**config.mk**
```make
export PLATFORM = sky130hd
export DESIGN_NAME = gf2m_poly_horner_evaluate
export DESIGN_NICKNAME = d
export VERILOG_FILES = /design/src/rtl/gfhorner_pkg.sv /design/src/rtl/gf2m_poly_horner_evaluate.sv
export SDC_FILE = /design/constraint.sdc
export NUM_CORES = 1
export LEC_CHECK = 0
export ABC_AREA = 0
export ABC_CLOCK_PERIOD_IN_PS = 35200
export BUFFER_PORTS_ARGS = -buffer_cell sky130_fd_sc_hd__clkbuf_2
export CAP_MARGIN = 20
export CORE_ASPECT_RATIO = 1.4
export CORE_MARGIN = 10
export CORE_UTILIZATION = 42
export CTS_CLUSTER_SIZE = 12
export DETAILED_ROUTE_END_ITERATION = 10
export REMOVE_ABC_BUFFERS = 1
export SETUP_SLACK_MARGIN = 0.5
export SKIP_CTS_REPAIR_TIMING = 1
export SYNTH_ARGS = -nofsm -noshare
export SYNTH_HDL_FRONTEND = slang
export SYNTH_SLANG_ARGS = --single-unit
```
**constraint.sdc**
```tcl
create_clock -name clk -period 35.2 [get_ports clk]
set_clock_uncertainty 0.1 [all_clocks]
set_input_delay 1.76 -clock clk [delete_from_list [all_inputs] [get_ports clk]]
set_output_delay 1.76 -clock clk [all_outputs]
set_load 0.01 [all_outputs]
```
**src/rtl/gfhorner_pkg.sv**
```systemverilog
// gfhorner_pkg: constants, register indexes and field helpers for the
// GF(2^m) Horner evaluator. No dependencies; used by gf2m_poly_horner_evaluate.

package gfhorner_pkg;

	localparam int MAX_FIELD_BITS = 16;
	localparam int MIN_FIELD_BITS = 2;
	localparam int M_W            = 5;                    // field_bits register width
	localparam int POLY_W         = MAX_FIELD_BITS + 1;   // primitive_poly width
	localparam int SYM_W          = MAX_FIELD_BITS;       // symbol width
	localparam int CNT_W          = $clog2(MAX_FIELD_BITS);

	localparam logic [M_W-1:0]    FIELD_BITS_RST = M_W'(8);
	localparam logic [POLY_W-1:0] PRIM_POLY_RST  = POLY_W'(285);
	localparam logic [SYM_W-1:0]  EVAL_POINT_RST = SYM_W'(2);

	typedef enum logic [1:0] {
		REG_FIELD_BITS = 2'd0,
		REG_PRIM_POLY  = 2'd1,
		REG_EVAL_POINT = 2'd2
	} cfg_reg_t;

	typedef logic [SYM_W-1:0] sym_t;

	// clamp the configured width to the supported range
	function automatic logic [M_W-1:0] eff_width(input logic [M_W-1:0] m);
		logic [M_W-1:0] r;
		r = m;
		if (m < M_W'(MIN_FIELD_BITS)) r = M_W'(MIN_FIELD_BITS);
		if (m > M_W'(MAX_FIELD_BITS)) r = M_W'(MAX_FIELD_BITS);
		return r;
	endfunction

	function automatic sym_t width_mask(input logic [M_W-1:0] m);
		logic [SYM_W:0] t;
		t = (SYM_W+1)'(1) << m;
		t = t - (SYM_W+1)'(1);
		return t[SYM_W-1:0];
	endfunction

	// multiply by x and reduce by the polynomial, keeping m bits
	function automatic sym_t xtime(input sym_t r, input logic [POLY_W-1:0] poly,
		input logic [M_W-1:0] m, input sym_t mask);
		logic [SYM_W:0] t;
		t = {r, 1'b0};
		if (t[m]) t = t ^ poly;
		return t[SYM_W-1:0] & mask;
	endfunction

endpackage

```
**src/rtl/gf2m_poly_horner_evaluate.sv**
```systemverilog
// gf2m_poly_horner_evaluate: streaming Horner evaluation of a polynomial over GF(2^m).
// Depends on gfhorner_pkg for constants, register indexes and the xtime helper.
//
// Usage:
//   s_* channel takes one coefficient per request, highest degree first; s_tlast
//   marks the constant term. Each request updates acc = acc*point ^ coef.
//   m_* channel gives one poly_value per polynomial, after the request with
//   s_tlast; the accumulator is then cleared for the next polynomial.
//   cfg_we/cfg_index/cfg_wdata write field_bits (0), primitive_poly (1) and
//   eval_point (2); write them only while no polynomial is in flight.
// Throughput: one coefficient per cycle while s_tready is high. The product by
//   the point is a fixed GF(2) linear map, held as 16 column registers
//   (point * x^j); each request costs one AND-XOR tree from accumulator to result.
// Output: registered; the value is on m_tdata the cycle after the last coefficient.
// Reset and config: after reset, and after every config write, the column
//   table is rebuilt by a sweep (one column per cycle); s_tready is low
//   during the sweep.
// Stall: a waiting result holds in the output register; while it waits and
//   m_tready is low, s_tready is low and no coefficient is taken.

module gf2m_poly_horner_evaluate
	import gfhorner_pkg::*;
(
	input  logic              clk,
	input  logic              arst_n,
	input  logic              s_tvalid,
	output logic              s_tready,
	input  logic [15:0]       s_tdata,    // [15:0] coefficient
	input  logic              s_tlast,    // last_coefficient
	output logic              m_tvalid,
	input  logic              m_tready,
	output logic [15:0]       m_tdata,    // [15:0] poly_value
	input  logic              cfg_we,
	input  logic [1:0]        cfg_index,
	input  logic [POLY_W-1:0] cfg_wdata
);

	logic [M_W-1:0]    field_bits_q;
	logic [POLY_W-1:0] prim_poly_q;
	sym_t              eval_point_q;

	sym_t              col_q [MAX_FIELD_BITS];
	sym_t              run_q;
	logic [CNT_W-1:0]  sweep_cnt_q;
	logic              sweeping_q;

	sym_t              acc_q;
	sym_t              out_q;
	logic              out_valid_q;

	logic [M_W-1:0]    m_eff;
	sym_t              mask;
	sym_t              sweep_val;
	sym_t              acc_m;
	sym_t              prod;
	sym_t              next_acc;
	logic              accept;

	assign m_eff = eff_width(field_bits_q);
	assign mask  = width_mask(m_eff);

	// configuration registers
	always_ff @(posedge clk or negedge arst_n) begin
		if (!arst_n) begin
			field_bits_q <= FIELD_BITS_RST;
			prim_poly_q  <= PRIM_POLY_RST;
			eval_point_q <= EVAL_POINT_RST;
		end else if (cfg_we) begin
			case (cfg_reg_t'(cfg_index))
				REG_FIELD_BITS: field_bits_q <= cfg_wdata[M_W-1:0];
				REG_PRIM_POLY:  prim_poly_q  <= cfg_wdata;
				REG_EVAL_POINT: eval_point_q <= cfg_wdata[SYM_W-1:0];
				default: ;
			endcase
		end
	end

	// column sweep: shifts in point, point*x, point*x^2, ...
	assign sweep_val = (sweep_cnt_q == '0) ? (eval_point_q & mask) : run_q;

	always_ff @(posedge clk or negedge arst_n) begin
		if (!arst_n) begin
			sweeping_q  <= 1'b1;
			sweep_cnt_q <= '0;
		end else if (cfg_we) begin
			sweeping_q  <= 1'b1;
			sweep_cnt_q <= '0;
		end else if (sweeping_q) begin
			sweep_cnt_q <= sweep_cnt_q + CNT_W'(1);
			if (sweep_cnt_q == CNT_W'(MAX_FIELD_BITS - 1)) sweeping_q <= 1'b0;
		end
	end

	always_ff @(posedge clk) begin
		if (sweeping_q && !cfg_we) begin
			for (int i = 0; i < MAX_FIELD_BITS - 1; i++) col_q[i] <= col_q[i+1];
			col_q[MAX_FIELD_BITS-1] <= sweep_val;
			run_q <= xtime(sweep_val, prim_poly_q, m_eff, mask);
		end
	end

	// datapath: acc*point as XOR of selected columns
	assign acc_m = acc_q & mask;

	always_comb begin
		prod = '0;
		for (int j = 0; j < MAX_FIELD_BITS; j++) begin
			if (acc_m[j]) prod = prod ^ col_q[j];
		end
		next_acc = (prod ^ (s_tdata & mask)) & mask;
	end

	assign s_tready = !sweeping_q && (!out_valid_q || m_tready);
	assign accept   = s_tvalid && s_tready;

	always_ff @(posedge clk or negedge arst_n) begin
		if (!arst_n) begin
			acc_q       <= '0;
			out_valid_q <= 1'b0;
		end else begin
			if (accept) acc_q <= s_tlast ? '0 : next_acc;
			if (accept && s_tlast) out_valid_q <= 1'b1;
			else if (m_tready)     out_valid_q <= 1'b0;
		end
	end

	always_ff @(posedge clk) begin
		if (accept && s_tlast) out_q <= next_acc;
	end

	assign m_tvalid = out_valid_q;
	assign m_tdata  = out_q;

endmodule

```
# After elaboration in Yosys (flattened, before gate mapping)
# Memory sizes are Yosys's and may differ from the RTL's.
# Index checks and enable logic that the tools add are counted.
[classes] n_addsub=2 order_cmp=3 n_eq_ne=3 shift=1 muxes=33 bitwise=22 n_reduce_logical=15
[ops] operator="$mux W16" n=20
[ops] operator="$xor A16 B16 Y16" n=17
[ops] operator="$and A16 B16 Y16" n=5
[ops] operator="$shl A1 B5 Y16 const A" n=1
[ops] operator="$sub A16 B1 Y16 const B" n=1
[ops] operator="$mux W5" n=2
[ops] operator="$mux W1" n=8
[ops] operator="$mux W4" n=2
[ops] operator="$lt A5 B6 Y1 const B" n=1
[ops] operator="$reduce_and A2 Y1" n=3
[ops] operator="$bmux W1 S5" n=1
[ops] operator="$gt A5 B5 Y1 const B" n=1
[ops] operator="$lt A5 B2 Y1 const B" n=1
[ops] operator="$add A4 B1 Y4 const B" n=1
[ops] operator="$eq A4 B4 Y1 const B" n=1
[ops] operator="$logic_and A1 B1 Y1" n=4
[ops] operator="$logic_not A4 Y1" n=1
[ops] operator="$reduce_bool A2 Y1" n=2
[ops] operator="$logic_not A1 Y1" n=3
[ops] operator="$eq A2 B1 Y1 const B" n=1
[ops] operator="$eq A2 B2 Y1 const B" n=1
[ops] operator="$logic_not A2 Y1" n=1
[ops] operator="$logic_or A1 B1 Y1" n=1
[word_totals] regBits=91 ram_bits=256 inputBits=41 output_inout_bits=18 elab_cells=89 memories=1
[memory_table] memory="col_q" words=16 width=16 rd=16 rd_ports_with_merged_regs=0 write_ports=16 line_no="gf2m_poly_horner_evaluate.sv:42" source="sym_t col_q [MAX_FIELD_BITS];"

# Depth between registers and ports, before layout
# Gate-level depths: netlist of the first run.
[depth] word_depth=40 mapped_depth=14 depth_no_buf=10

# Worst setup path after synthesis of the first run
# No wires, ideal clock.
[synth_timing] path_kind="input -> register" from="in cfg_we" to="mem col_q[0][0] in the netlist's numbering, enable pin" setup_time_ns=0.939 t_arrival_ns=13.809 required_time_ns=34.161 setup_slack_ns=20.352 stages=2 n_path_buf=1 cell_sequence="clkbuf_1 nor2b_1"
[synth_rtl] element="start, declared" line_no="gf2m_poly_horner_evaluate.sv:33" source="input logic cfg_we,"
[synth_rtl] element="end, declared" line_no="gf2m_poly_horner_evaluate.sv:42"

# Worst setup path after layout of the first run
[layout_timing] from="in m_tready" to="out s_tready"
[layout_via] elab_chain_cells=2
[layout_rtl] element="start, declared" line_no="gf2m_poly_horner_evaluate.sv:31" source="input logic m_tready,"
[layout_rtl] element="$logic_or A1 B1 Y1" line_no="gf2m_poly_horner_evaluate.sv:113" source="assign s_tready = !sweeping_q && (!out_valid_q || m_tready);"
[layout_rtl] element="$logic_and A1 B1 Y1" line_no="gf2m_poly_horner_evaluate.sv:113"
[layout_rtl] element="end, declared" line_no="gf2m_poly_horner_evaluate.sv:27" source="output logic s_tready,"
# Every way passes these cells.

==> impl_results.md, run 1 <==
* Status: finished clean
* Crit path launch: m_tready
* Min Hold Slack at 0.3398 ns
* Vias at 9502
* Max Clk Rate at 0.2428 GHz
* H-tree depth at 2
* Startpoint types: primary input
* Worst Slack Setup Final at 31.08 ns
* Slowest CP cell: a21oi_1
* WL/cell at 23.12 um
* Fillers at 3415
* Final Hold Fails at 0
* Setup CP Type: primary input to output pin
* Initial core utilization at 42.40%
* Slew Limit Fails at 0
* Setup violators final at 0
* Lkg Pwr at 6.639 nW
* Final min period at 4.118 ns
* Mapped Cells at 1154
* Share of cells above drive strength 1 at 16.99%
* Post-synthesis sequential element count at 347
* Setup tns final at 0 ns
* EDFF count, synth at 288
* Routability-driven placement congestion ratio at 0.7927
* Reg2reg start: field_bits_q[2]$_DFFE_PN0P_
* Num ports at 59
* First-pass GRT wire length at 61.37 mm
* Iter 0 DRT Violations at 814
* Rel. slew slack at 24.14%
* Sequential power share at 49.2%
* Design Area, Final at 18200 um^2
* Mapped cell area at 16280 um^2
* Pre-CTS WS at 30.81 ns
* Number of CTS-inserted buffers at 37
* Worst Hold Class: flop to flop
* CP Capture Type: output pin
* Port Buffer Count at 57
* Initial antenna violation count at 0
* Congestion Overflow GR at 0
* Placed Area at 17000 um^2
* Fraction of registers with async set/reset at 17.00%
* CP most frequent cell: clkbuf_2
* Final period util at 11.70%
* Synth Area per Inst at 14.11 um^2
* Slew @ Worst Pin at 1.138 ns
* CTS sink cnt at 347
* Vias per cell at 5.424
* Largest net degree at the start of global routing at 188
* Die Wd at 186.4 um
* Worst VDD drop at 40.14 uV
* Yosys cell types at 71
* Max clock buf depth at 3
* RSZ-0062 raised after global routing: false
* Switching share of power at 26.43%
* Register-to-Register Setup Slack at 31.18 ns
* Critical Path RT at 33.34 ns
* Full die area at 47150 um^2
* HPWL Detailed at 25.31 mm
* DR DRC count at 0
* Vias in the first global route at 9769
* Ys Warns at 0
* Critical-path cell list: clkbuf_2, inv_1, a21oi_1, clkbuf_2
* P_int at 0.0007746 W
* Critical path arrival at 2.26 ns
* MaxCap Viol Count at 0
* Top_reg_cell synth: edfxtp_1
* Cell family with most CP delay: buffers and inverters
* Nets at 1245
* Total global-route track usage at 17.10%
* CTS tree: built
* FF-to-FF End: run_q[6]$_DFFE_PP_
* Worst Path Buf+Inv at 3
* Clock transition at the registers of the reported paths at 0.06 ns
* Logic pwr share at 14.7%
* Crit path to: s_tready
* Number of diodes at 0
* Pwr dens at 57.86 nW/um^2
* Core area at 38390 um^2
* Root Driver: clkbuf_16
* CP max stage delay at 0.21 ns
* FP Rows at 85
* WL final at 40.50 mm
* Post-synthesis sequential area ratio at 62.26%
* Total net switching power at 0.0002782 W
* Clock power share at 36.1%
* Area Growth Syn to Fin at 11.77%
* Stages on the worst setup path at 4
* Max Fanout on Critical Path at 3
* Worst-case reg-to-reg path depth at 9
* Router iterations before antenna repair at 5
* Clock Latency Late Sink at 0.54 ns
* Detail Route Antenna Nets at 0
* Die Ht at 252.9 um
[worst reg2reg max path, delay by kind of cell (launching register included)]
kind / cells / cell delay, ns
xor+xnor: 1 / 0.26
simple gates: 1 / 0.17
buf+inv: 1 / 0.26
flops: 1 / 0.76
compound gates: 6 / 2.19
[cell type report]
type | instances | area [um^2] | share of cell area, %
sequential | 347 | 10140 | 55.70
inverter | 12 | 45.04 | 0.2475
tap | 522 | 653.1 | 3.589
clock buffer | 63 | 1137 | 6.250
clock inverter | 5 | 32.53 | 0.1788
multi-input combinational | 727 | 5732 | 31.50
timing repair buffer | 76 | 460.4 | 2.530
[sequential cells by signal (all words and copies together) (netlist names)]
| name | cells |
|---|---|
| acc_q | 16 |
| col_q | 256 |
| eval_point_q | 16 |
| field_bits_q | 5 |
| m_tdata | 16 |
| m_tvalid | 1 |
| prim_poly_q | 16 |
| run_q | 16 |
| sweep_cnt_q | 4 |
| sweeping_q | 1 |
[power groups by stage]
stage	Sequential, W	Clock, W	Combinational, W
floorplan	0.000520	0	0.000106
global placement	0.000525	0	0.000152
detailed placement	0.000526	0	0.000155
CTS	0.000518	0.000387	0.000155
global route	0.000522	0.000404	0.000167
finish	0.000518	0.000380	0.000155
[cell usage after synthesis (3+ instances only)]
library cell  number  area [um^2]
a32o_1             3        30.03
o21a_1             6        45.04
buf_2             17        85.08
mux2_2            38        427.9
and2_1            14        87.58
inv_1             12        45.04
o211ai_2           3        37.54
nand3_1          116        580.6
a21o_1            12        90.09
a21oi_2            3        26.28
buf_6             11        123.9
o211ai_1          21        157.7
buf_4              6        45.04
o21ai_0            6        30.03
nor2_1            18        67.56
clkbuf_1          29        108.9
nand3b_1          11        82.58
xnor3_1           38        855.8
a22o_1            15        131.4
dfstp_2            8        210.2
nor4bb_1           4        40.04
dfrtp_1           51         1276
nor3_2             6        60.06
edfxtp_1         288         8648
ha_1               3        37.54
xnor2_1          130         1139
nor2b_1            5        31.28
and3_1            28        175.2
nor3b_1            3        22.52
a21oi_1           15        75.07
xor2_1            53        464.2
buf_1              5        18.77
a31oi_1            4        25.02
nand2_1          122        457.9
[cell usage in the layout (no fill, tap or decap), types with 8 or more instances in the layout]
master,instances
and2_1,14
xnor2_1,130
a22o_1,15
and3_1,28
nand2_1,122
clkbuf_16,40
nand3b_1,11
a21oi_1,15
dfstp_2,8
clkbuf_1,18
buf_4,17
a21o_1,12
dfrtp_1,50
edfxtp_1,288
nor2_1,18
xnor3_1,38
clkbuf_2,56
o211ai_1,21
xor2_1,52
nand3_1,116
inv_1,12
mux2_2,38
[stage by stage]
step	instances	power (W)	util, %
5_1_grt	1752	0.001093	47.39
6_report	1752	0.001053	47.39
4_1_cts	1751	0.001061	47.32
3_3_place_gp	1683	0.0006769	44.28
3_5_place_dp	1683	0.0006805	44.28
2_1_floorplan	1086	0.0006256	-
[cell families (layout without fill, tap and decap cells)]
| logic type | count (synthesis) | after routing | synth area share (%) |
|---|---|---|---|
| DFF | 347 | 347 | 62.25 |
| and+or+nand+nor | 347 | 347 | 10.93 |
| xor gates and xnor gates | 223 | 223 | 15.30 |
| AOI/OAI and AO/OA | 112 | 112 | 5.765 |
| buffers and inverters | 81 | 156 | 2.744 |
| muxes | 40 | 40 | 2.752 |
| adders and majority gates | 3 | 3 | 0.2306 |
| other | 1 | 2 | 0.02304 |
[worst min-delay path by stage]
stage	start	end	slack (ns)	cells after the start
6_report	col_q[0][58]$_DFFE_PP_	col_q[0][42]$_DFFE_PP_	0.34	0
5_1_grt	col_q[0][58]$_DFFE_PP_	col_q[0][42]$_DFFE_PP_	0.35	0
4_1_cts	col_q[0][58]$_DFFE_PP_	col_q[0][42]$_DFFE_PP_	0.34	0
3_5_place_dp	col_q[1][108]$_DFFE_PP_	col_q[1][92]$_DFFE_PP_	0.33	0
3_3_place_gp	col_q[1][98]$_DFFE_PP_	col_q[1][82]$_DFFE_PP_	0.32	0
2_1_floorplan	col_q[0][33]$_DFFE_PP_	col_q[0][17]$_DFFE_PP_	0.32	0
[routing by layer]
layer	vias to the layer above	share of wire, %	track usage [%]
met5	-	0	0
met4	0	3.4	6.541
met3	69	5.5	2.437
met2	324	50	29.44
met1	4815	41	21.40
li1	4294	-	-
No activity file was read; power rests on OpenSTA's default activity.
==> inputs of run 2 (changes only) <==
--- a/config.mk
+++ b/config.mk
@@ -6,7 +6,7 @@
 export NUM_CORES = 1
 export LEC_CHECK = 0
 export ABC_AREA = 0
-export ABC_CLOCK_PERIOD_IN_PS = 35200
+export ABC_CLOCK_PERIOD_IN_PS = 3690
 export BUFFER_PORTS_ARGS = -buffer_cell sky130_fd_sc_hd__clkbuf_2
 export CAP_MARGIN = 20
 export CORE_ASPECT_RATIO = 1.4
==> constraint.sdc (replaced) <==
create_clock -name clk -period 3.69 [get_ports clk]
set_clock_uncertainty 0.1 [all_clocks]
set_input_delay 0.1845 -clock clk [delete_from_list [all_inputs] [get_ports clk]]
set_output_delay 0.1845 -clock clk [all_outputs]
set_load 0.01 [all_outputs]
==> impl_results.md, run 2 (synthesis results as in run 1) <==
* Final period util at 84.75%
* Number of flip-flops in the largest register at 256 (unchanged)
* Full die area at 47150 um^2 (unchanged)
* Initial core utilization at 42.40% (unchanged)
* Most common cell after layout, fill and taps aside: edfxtp_1
* Setup tns final at 0 ns (unchanged)
* FP Rows at 85 (unchanged)
* Final Hold Fails at 0 (unchanged)
* Iter 0 DRT Violations at 793 (-2.6%)
* Total chip power at 0.01035 W (+880%)
* Root Driver: clkbuf_16
* Initial antenna violation count at 0 (unchanged)
* FF/Latch Area at 10150 um^2 (+0.11%)
* First-pass GRT wire length at 62.20 mm (+1.3%)
* Busiest grt layer: met2
* Max Clk Rate at 0.3198 GHz
* Routability-driven placement congestion ratio at 0.8517 (+7.4%)
* Global-route track usage on met3 at 2.519% (+0.083 points)
* Clock Latency Late Sink at 0.54 ns (about the same)
* RSZ-0062 raised after global routing: false
* Final Util at 49.36% (+2.0 points)
* Setup CP Type: flop to flop
* Num ports at 59 (unchanged)
* MaxCap Viol Count at 0 (unchanged)
* Area of the multi-input gates at 5816 um^2 (+1.5%)
* Largest net degree at the start of global routing at 115 (-39%)
* Setup violators final at 0 (unchanged)
* Biggest register: col_q
* Pwr dens at 546.2 nW/um^2 (+840%)
* Share of cells above drive strength 1 at 20.75% (+3.8 points)
* Congestion Overflow GR at 0 (unchanged)
* CP Capture Type: flop
* Port Buffer Count at 57 (unchanged)
* Register-to-Register Setup Slack at 0.56 ns (-30.62 ns)
* Vias per cell at 5.439 (+0.29%)
* Clock transition at the registers of the reported paths at 0.06 ns (about the same)
* Critical Path RT at 3.85 ns (-29.49 ns)
* Router iterations before antenna repair at 5 (unchanged)
* Slew Limit Fails at 0 (unchanged)
* Vias in the first global route at 9991 (+2.3%)
* Rel. slew slack at 35.35% (+11 points)
* Critical path arrival at 3.29 ns (+1.03 ns)
* Number of diodes at 0 (unchanged)
* Worst Hold Class: primary input to flop
* WL final at 42.59 mm (+5.1%)
* Die Ht at 252.9 um (unchanged)
* H-tree depth at 2 (unchanged)
* Grt met2 use at 29.87% (+0.43 points)
* Nets at 1320 (+6.0%)
* Most frequent cells in the layout: edfxtp_1 (288), xnor2_1 (130), nand2_1 (122), nand3_1 (116), buf_4 (60)
* Status: finished clean
* WL/cell at 23.30 um (+0.77%)
* Slew @ Worst Pin at 0.9676 ns (-0.1703 ns)
* Die Wd at 186.4 um (unchanged)
* DR DRC count at 0 (unchanged)
* Vias at 9943 (+4.6%)
* CTS tree: built
* Final min period at 3.127 ns
* Detail Route Antenna Nets at 0 (unchanged)
* Area Growth Syn to Fin at 16.42%
* Lkg Pwr at 7.021 nW (+5.8%)
* Grt met1 use at 21.47% (+0.070 points)
* Fillers at 3387 (-0.82%)
* Worst VDD drop at 360.8 uV (+800%)
* Max clock buf depth at 3 (unchanged)
* HPWL Detailed at 27.46 mm (+8.5%)
* Startpoint types: flop
* Core area at 38390 um^2 (unchanged)
* Total global-route track usage at 17.40% (+0.30 points)
* CTS sink cnt at 347 (unchanged)
* Number of CTS-inserted buffers at 38 (+2.7%)
* Max Fanout on Critical Path at 15 (+12)
## run 2: path summary, 6_finish.rpt
| path | cells after the start | start | end |
|---|---|---|---|
| worst max-delay path | 9 | field_bits_q[1]$_DFFE_PN0P_ | run_q[13]$_DFFE_PP_ |
| worst min-delay path | 3 | cfg_index[0] | field_bits_q[1]$_DFFE_PN0P_ |
| worst max register to register | 9 | field_bits_q[1]$_DFFE_PN0P_ | run_q[13]$_DFFE_PP_ |
| worst min register to register | 0 | col_q[0][46]$_DFFE_PP_ | col_q[0][30]$_DFFE_PP_ |
| max in group asynchronous | 3 | arst_n | prim_poly_q[4]$_DFFE_PN1P_ |
| min in group asynchronous | 2 | arst_n | sweep_cnt_q[0]$_DFFE_PN0P_ |
## run 2: where the power goes
group / leakage [nW] / total [W] / switching (W) / internal, W
registers: 3.55 / 0.00492 / 0.000268 / 0.00465
logic: 2.89 / 0.00176 / 0.000969 / 0.000792
clock network: 0.586 / 0.00367 / 0.00152 / 0.00215
total: 7.02 / 0.0104 / 0.00276 / 0.00759
## run 2: layout make-up
type                            instances  area share [%]
Sequential cell                       347           53.54
Multi-Input combinational cell        731           30.69
Clock buffer                           62           6.100
Timing Repair Buffer                  146           5.764
Tap cell                              522           3.446
Inverter                               12          0.2377
Clock inverter                          8          0.2245
## run 2: critical path, stage by stage, from the launching register on
cell      delay (ns)
dfrtp_2         0.60
o21ai_0         0.23
a21oi_4         0.34
buf_4           0.33
nor2_1          0.12
o211ai_1        0.24
a21o_1          0.26
o211a_2         0.36
and3_1          0.21
nor3_2          0.05
## run 2: through the flow
stage | instance area (um^2) | setup slack [ns] | hold WS, ns | cells
floorplan | 15880 | -9.827 | -0.2111 | 1086
global placement | 17380 | 0.3856 | 0.2418 | 1728
detailed placement | 17380 | 0.3390 | 0.2444 | 1728
CTS | 18580 | 0.3316 | -0.3265 | 1798
global route | 18950 | 0.5054 | 0.07431 | 1828
finish | 18950 | 0.5628 | 0.06416 | 1828
## run 2: layer usage
layer  up-vias  wire length, um  part of all wire [%]
met3        95             1980                   4.6
met2       318            21510                    51
met1      5076            17350                    41
li1       4454                -                     -
met4         0             1738                   4.1
met5         -                0                     0
==> inputs of run 3 (changes only) <==
--- a/config.mk
+++ b/config.mk
@@ -6,7 +6,7 @@
 export NUM_CORES = 1
 export LEC_CHECK = 0
 export ABC_AREA = 0
-export ABC_CLOCK_PERIOD_IN_PS = 3690
+export ABC_CLOCK_PERIOD_IN_PS = 2550
 export BUFFER_PORTS_ARGS = -buffer_cell sky130_fd_sc_hd__clkbuf_2
 export CAP_MARGIN = 20
 export CORE_ASPECT_RATIO = 1.4
==> constraint.sdc (replaced) <==
create_clock -name clk -period 2.55 [get_ports clk]
set_clock_uncertainty 0.1 [all_clocks]
set_input_delay 0.1275 -clock clk [delete_from_list [all_inputs] [get_ports clk]]
set_output_delay 0.1275 -clock clk [all_outputs]
set_load 0.01 [all_outputs]
==> impl_results.md, run 3 (synthesis results as in run 1) <==
* Number of CTS-inserted buffers at 37 (-2.6%)
* Critical path arrival at 3.11 ns (-0.18 ns)
* Routability-driven placement congestion ratio at 0.9055 (+6.3%)
* Slowest CP cell: a2111o_1
* Iter 0 DRT Violations at 868 (+9.5%)
* Number of diodes at 0 (unchanged)
* Lkg Pwr at 7.931 nW (+13%)
* Status: finished with violations
* HPWL Detailed at 29.92 mm (+9.0%)
* Slew @ Worst Pin at 0.6936 ns (-0.2740 ns)
* Total global-route track usage at 18.13% (+0.73 points)
* Failing checks: negative setup slack
* Fillers at 3191 (-5.8%)
* CTS tree: built
* Non-filler cells, final at 1950 (+6.7%)
* Detail Route Antenna Nets at 0 (unchanged)
* Nets at 1446 (+9.5%)
* Most frequent cells in the layout: edfxtp_1 (288), buf_4 (142), nand3_1 (113), nand2_1 (109), xnor2_1 (107)
* Share of cells above drive strength 1 at 33.68% (+13 points)
* Final Hold Fails at 0 (unchanged)
* Vias at 10370 (+4.3%)
* Biggest register: col_q
* Setup violators final at 48 (+48)
* Reg2reg start: field_bits_q[0]$_DFFE_PN0P_
* Die Ht at 252.9 um (unchanged)
* Port Buffer Count at 57 (unchanged)
* Worst VDD drop at 571.6 uV (+58%)
* CTS sink cnt at 347 (unchanged)
* Max clock buf depth at 3 (unchanged)
* Core area at 38390 um^2 (unchanged)
* Startpoint types: flop
* Clock transition at the registers of the reported paths at 0.06 ns (about the same)
* WL final at 44.89 mm (+5.4%)
* Setup CP Type: flop to flop
* CP Capture Type: flop
* Placed insts at 1823 (+5.5%)
* MaxCap Viol Count at 0 (unchanged)
* Vias in the first global route at 10530 (+5.3%)
* Worst Slack Setup Final at -0.4039 ns (-0.9667 ns)
* Setup tns final at -14.02 ns (-14.02 ns)
* First-pass GRT wire length at 64.63 mm (+3.9%)
* RSZ-0062 raised after global routing: true
* Initial antenna violation count at 0 (unchanged)
* Final period util at 115.8% (+31 points)
* Vias per cell at 5.317 (-2.2%)
* Critical-path cell list: buf_6, a2111oi_4, xor2_1, buf_4, a31oi_4, a221oi_2, a2111o_1, buf_6, o211a_4, a21oi_2, nor3_2
* Pwr dens at 750.2 nW/um^2 (+37%)
* FP Rows at 85 (unchanged)
* CP most frequent cell: buf_6
* Most common cell after layout, fill and taps aside: edfxtp_1
* Num ports at 59 (unchanged)
* Slew Limit Fails at 0 (unchanged)
* Register-to-Register Setup Slack at -0.40 ns (-0.97 ns)
* Root Driver: clkbuf_16
* Full die area at 47150 um^2 (unchanged)
* CP max stage delay at 0.52 ns (-0.08 ns)
* Clock Latency Late Sink at 0.53 ns (about the same)
* H-tree depth at 2 (unchanged)
* Initial core utilization at 42.40% (unchanged)
* Area Growth Syn to Fin at 26.89%
* Number of flip-flops in the largest register at 256 (unchanged)
* Largest net degree at the start of global routing at 76 (-34%)
* Crit path launch: field_bits_q[0]$_DFFE_PN0P_
* Max Fanout on Critical Path at 7 (-8)
* DR DRC count at 0 (unchanged)
* Final min period at 2.954 ns (-0.1733 ns)
* Worst Hold Class: primary input to async pin
* Rel. slew slack at 53.76% (+18 points)
* Congestion Overflow GR at 0 (unchanged)
* Router iterations before antenna repair at 5 (unchanged)
* Critical Path RT at 2.71 ns (-1.14 ns)
* Max Clk Rate at 0.3385 GHz (+5.9%)
* Die Wd at 186.4 um (unchanged)
* WL/cell at 23.02 um (-1.2%)
## run 3: cell types whose count changed in the layout (fill, tap and decap cells not counted), sizes merged
| cell | before | now |
|---|---|---|
| inv | 13 | 14 |
| buf | 69 | 197 |
| or3b | 2 | 1 |
| clkbuf | 119 | 113 |
## run 3: critical path, delay by kind of cell, from the launching register on
| family | cells | cell delay, ns |
|---|---|---|
| flops | 1 | 0.46 |
| buf+inv | 3 | 0.50 |
| xor+xnor | 1 | 0.11 |
| compound gates | 6 | 1.46 |
| simple gates | 1 | 0.05 |
## run 3: final cells by class
type	instances	area [um^2]	area share [%]
flip-flops and latches	347	10140	49.09
multi-input cells	730	6305	30.52
repair buffers	274	2399	11.61
clock buffers	56	1070	5.179
well taps	522	653.1	3.162
clock inverters	9	45.04	0.2181
inverters	12	45.04	0.2181
## run 3: through the flow
step           cell area (um^2)  utilization (%)  worst slack [ns]  total power (W)  hold slack [ns]
6_report                  20660            53.80           -0.4039          0.01550          0.04532
5_1_grt                   20660            53.80           -0.4926          0.01605          0.05205
4_1_cts                   19390            50.52           -0.5824          0.01502          -0.4908
3_5_place_dp              18280            47.61           -0.5418         0.009929          0.07148
3_3_place_gp              18280            47.61           -0.5233         0.009889          0.07103
2_1_floorplan             15880                -            -10.97         0.008635          -0.2681
## run 3: per-layer routing
metal | vias to the layer above | global-route usage (%) | part of all wire [%]
met3 | 80 | 2.574 | 4.9
met2 | 337 | 31.73 | 52
li1 | 4702 | - | -
met1 | 5249 | 22.43 | 40
met4 | 0 | 6.425 | 3.4
met5 | - | 0 | 0
## run 3: path summary, 6_finish.rpt
check,to,cells past startpoint
max reg2reg,run_q[13]$_DFFE_PP_,11
max,run_q[13]$_DFFE_PP_,11
min,acc_q[9]$_DFFE_PN0P_,3
min in group clk,field_bits_q[1]$_DFFE_PN0P_,4
max in group asynchronous,field_bits_q[3]$_DFFE_PN1P_,3
min reg2reg,col_q[0][22]$_DFFE_PP_,0
## run 3: where the power goes
group	total, W	internal [W]	switching [W]	leakage, nW
clock	0.00507	0.00290	0.00218	0.546
combinational	0.00336	0.00168	0.00168	3.84
sequential	0.00706	0.00673	0.000325	3.55
total	0.0155	0.0113	0.00418	7.93
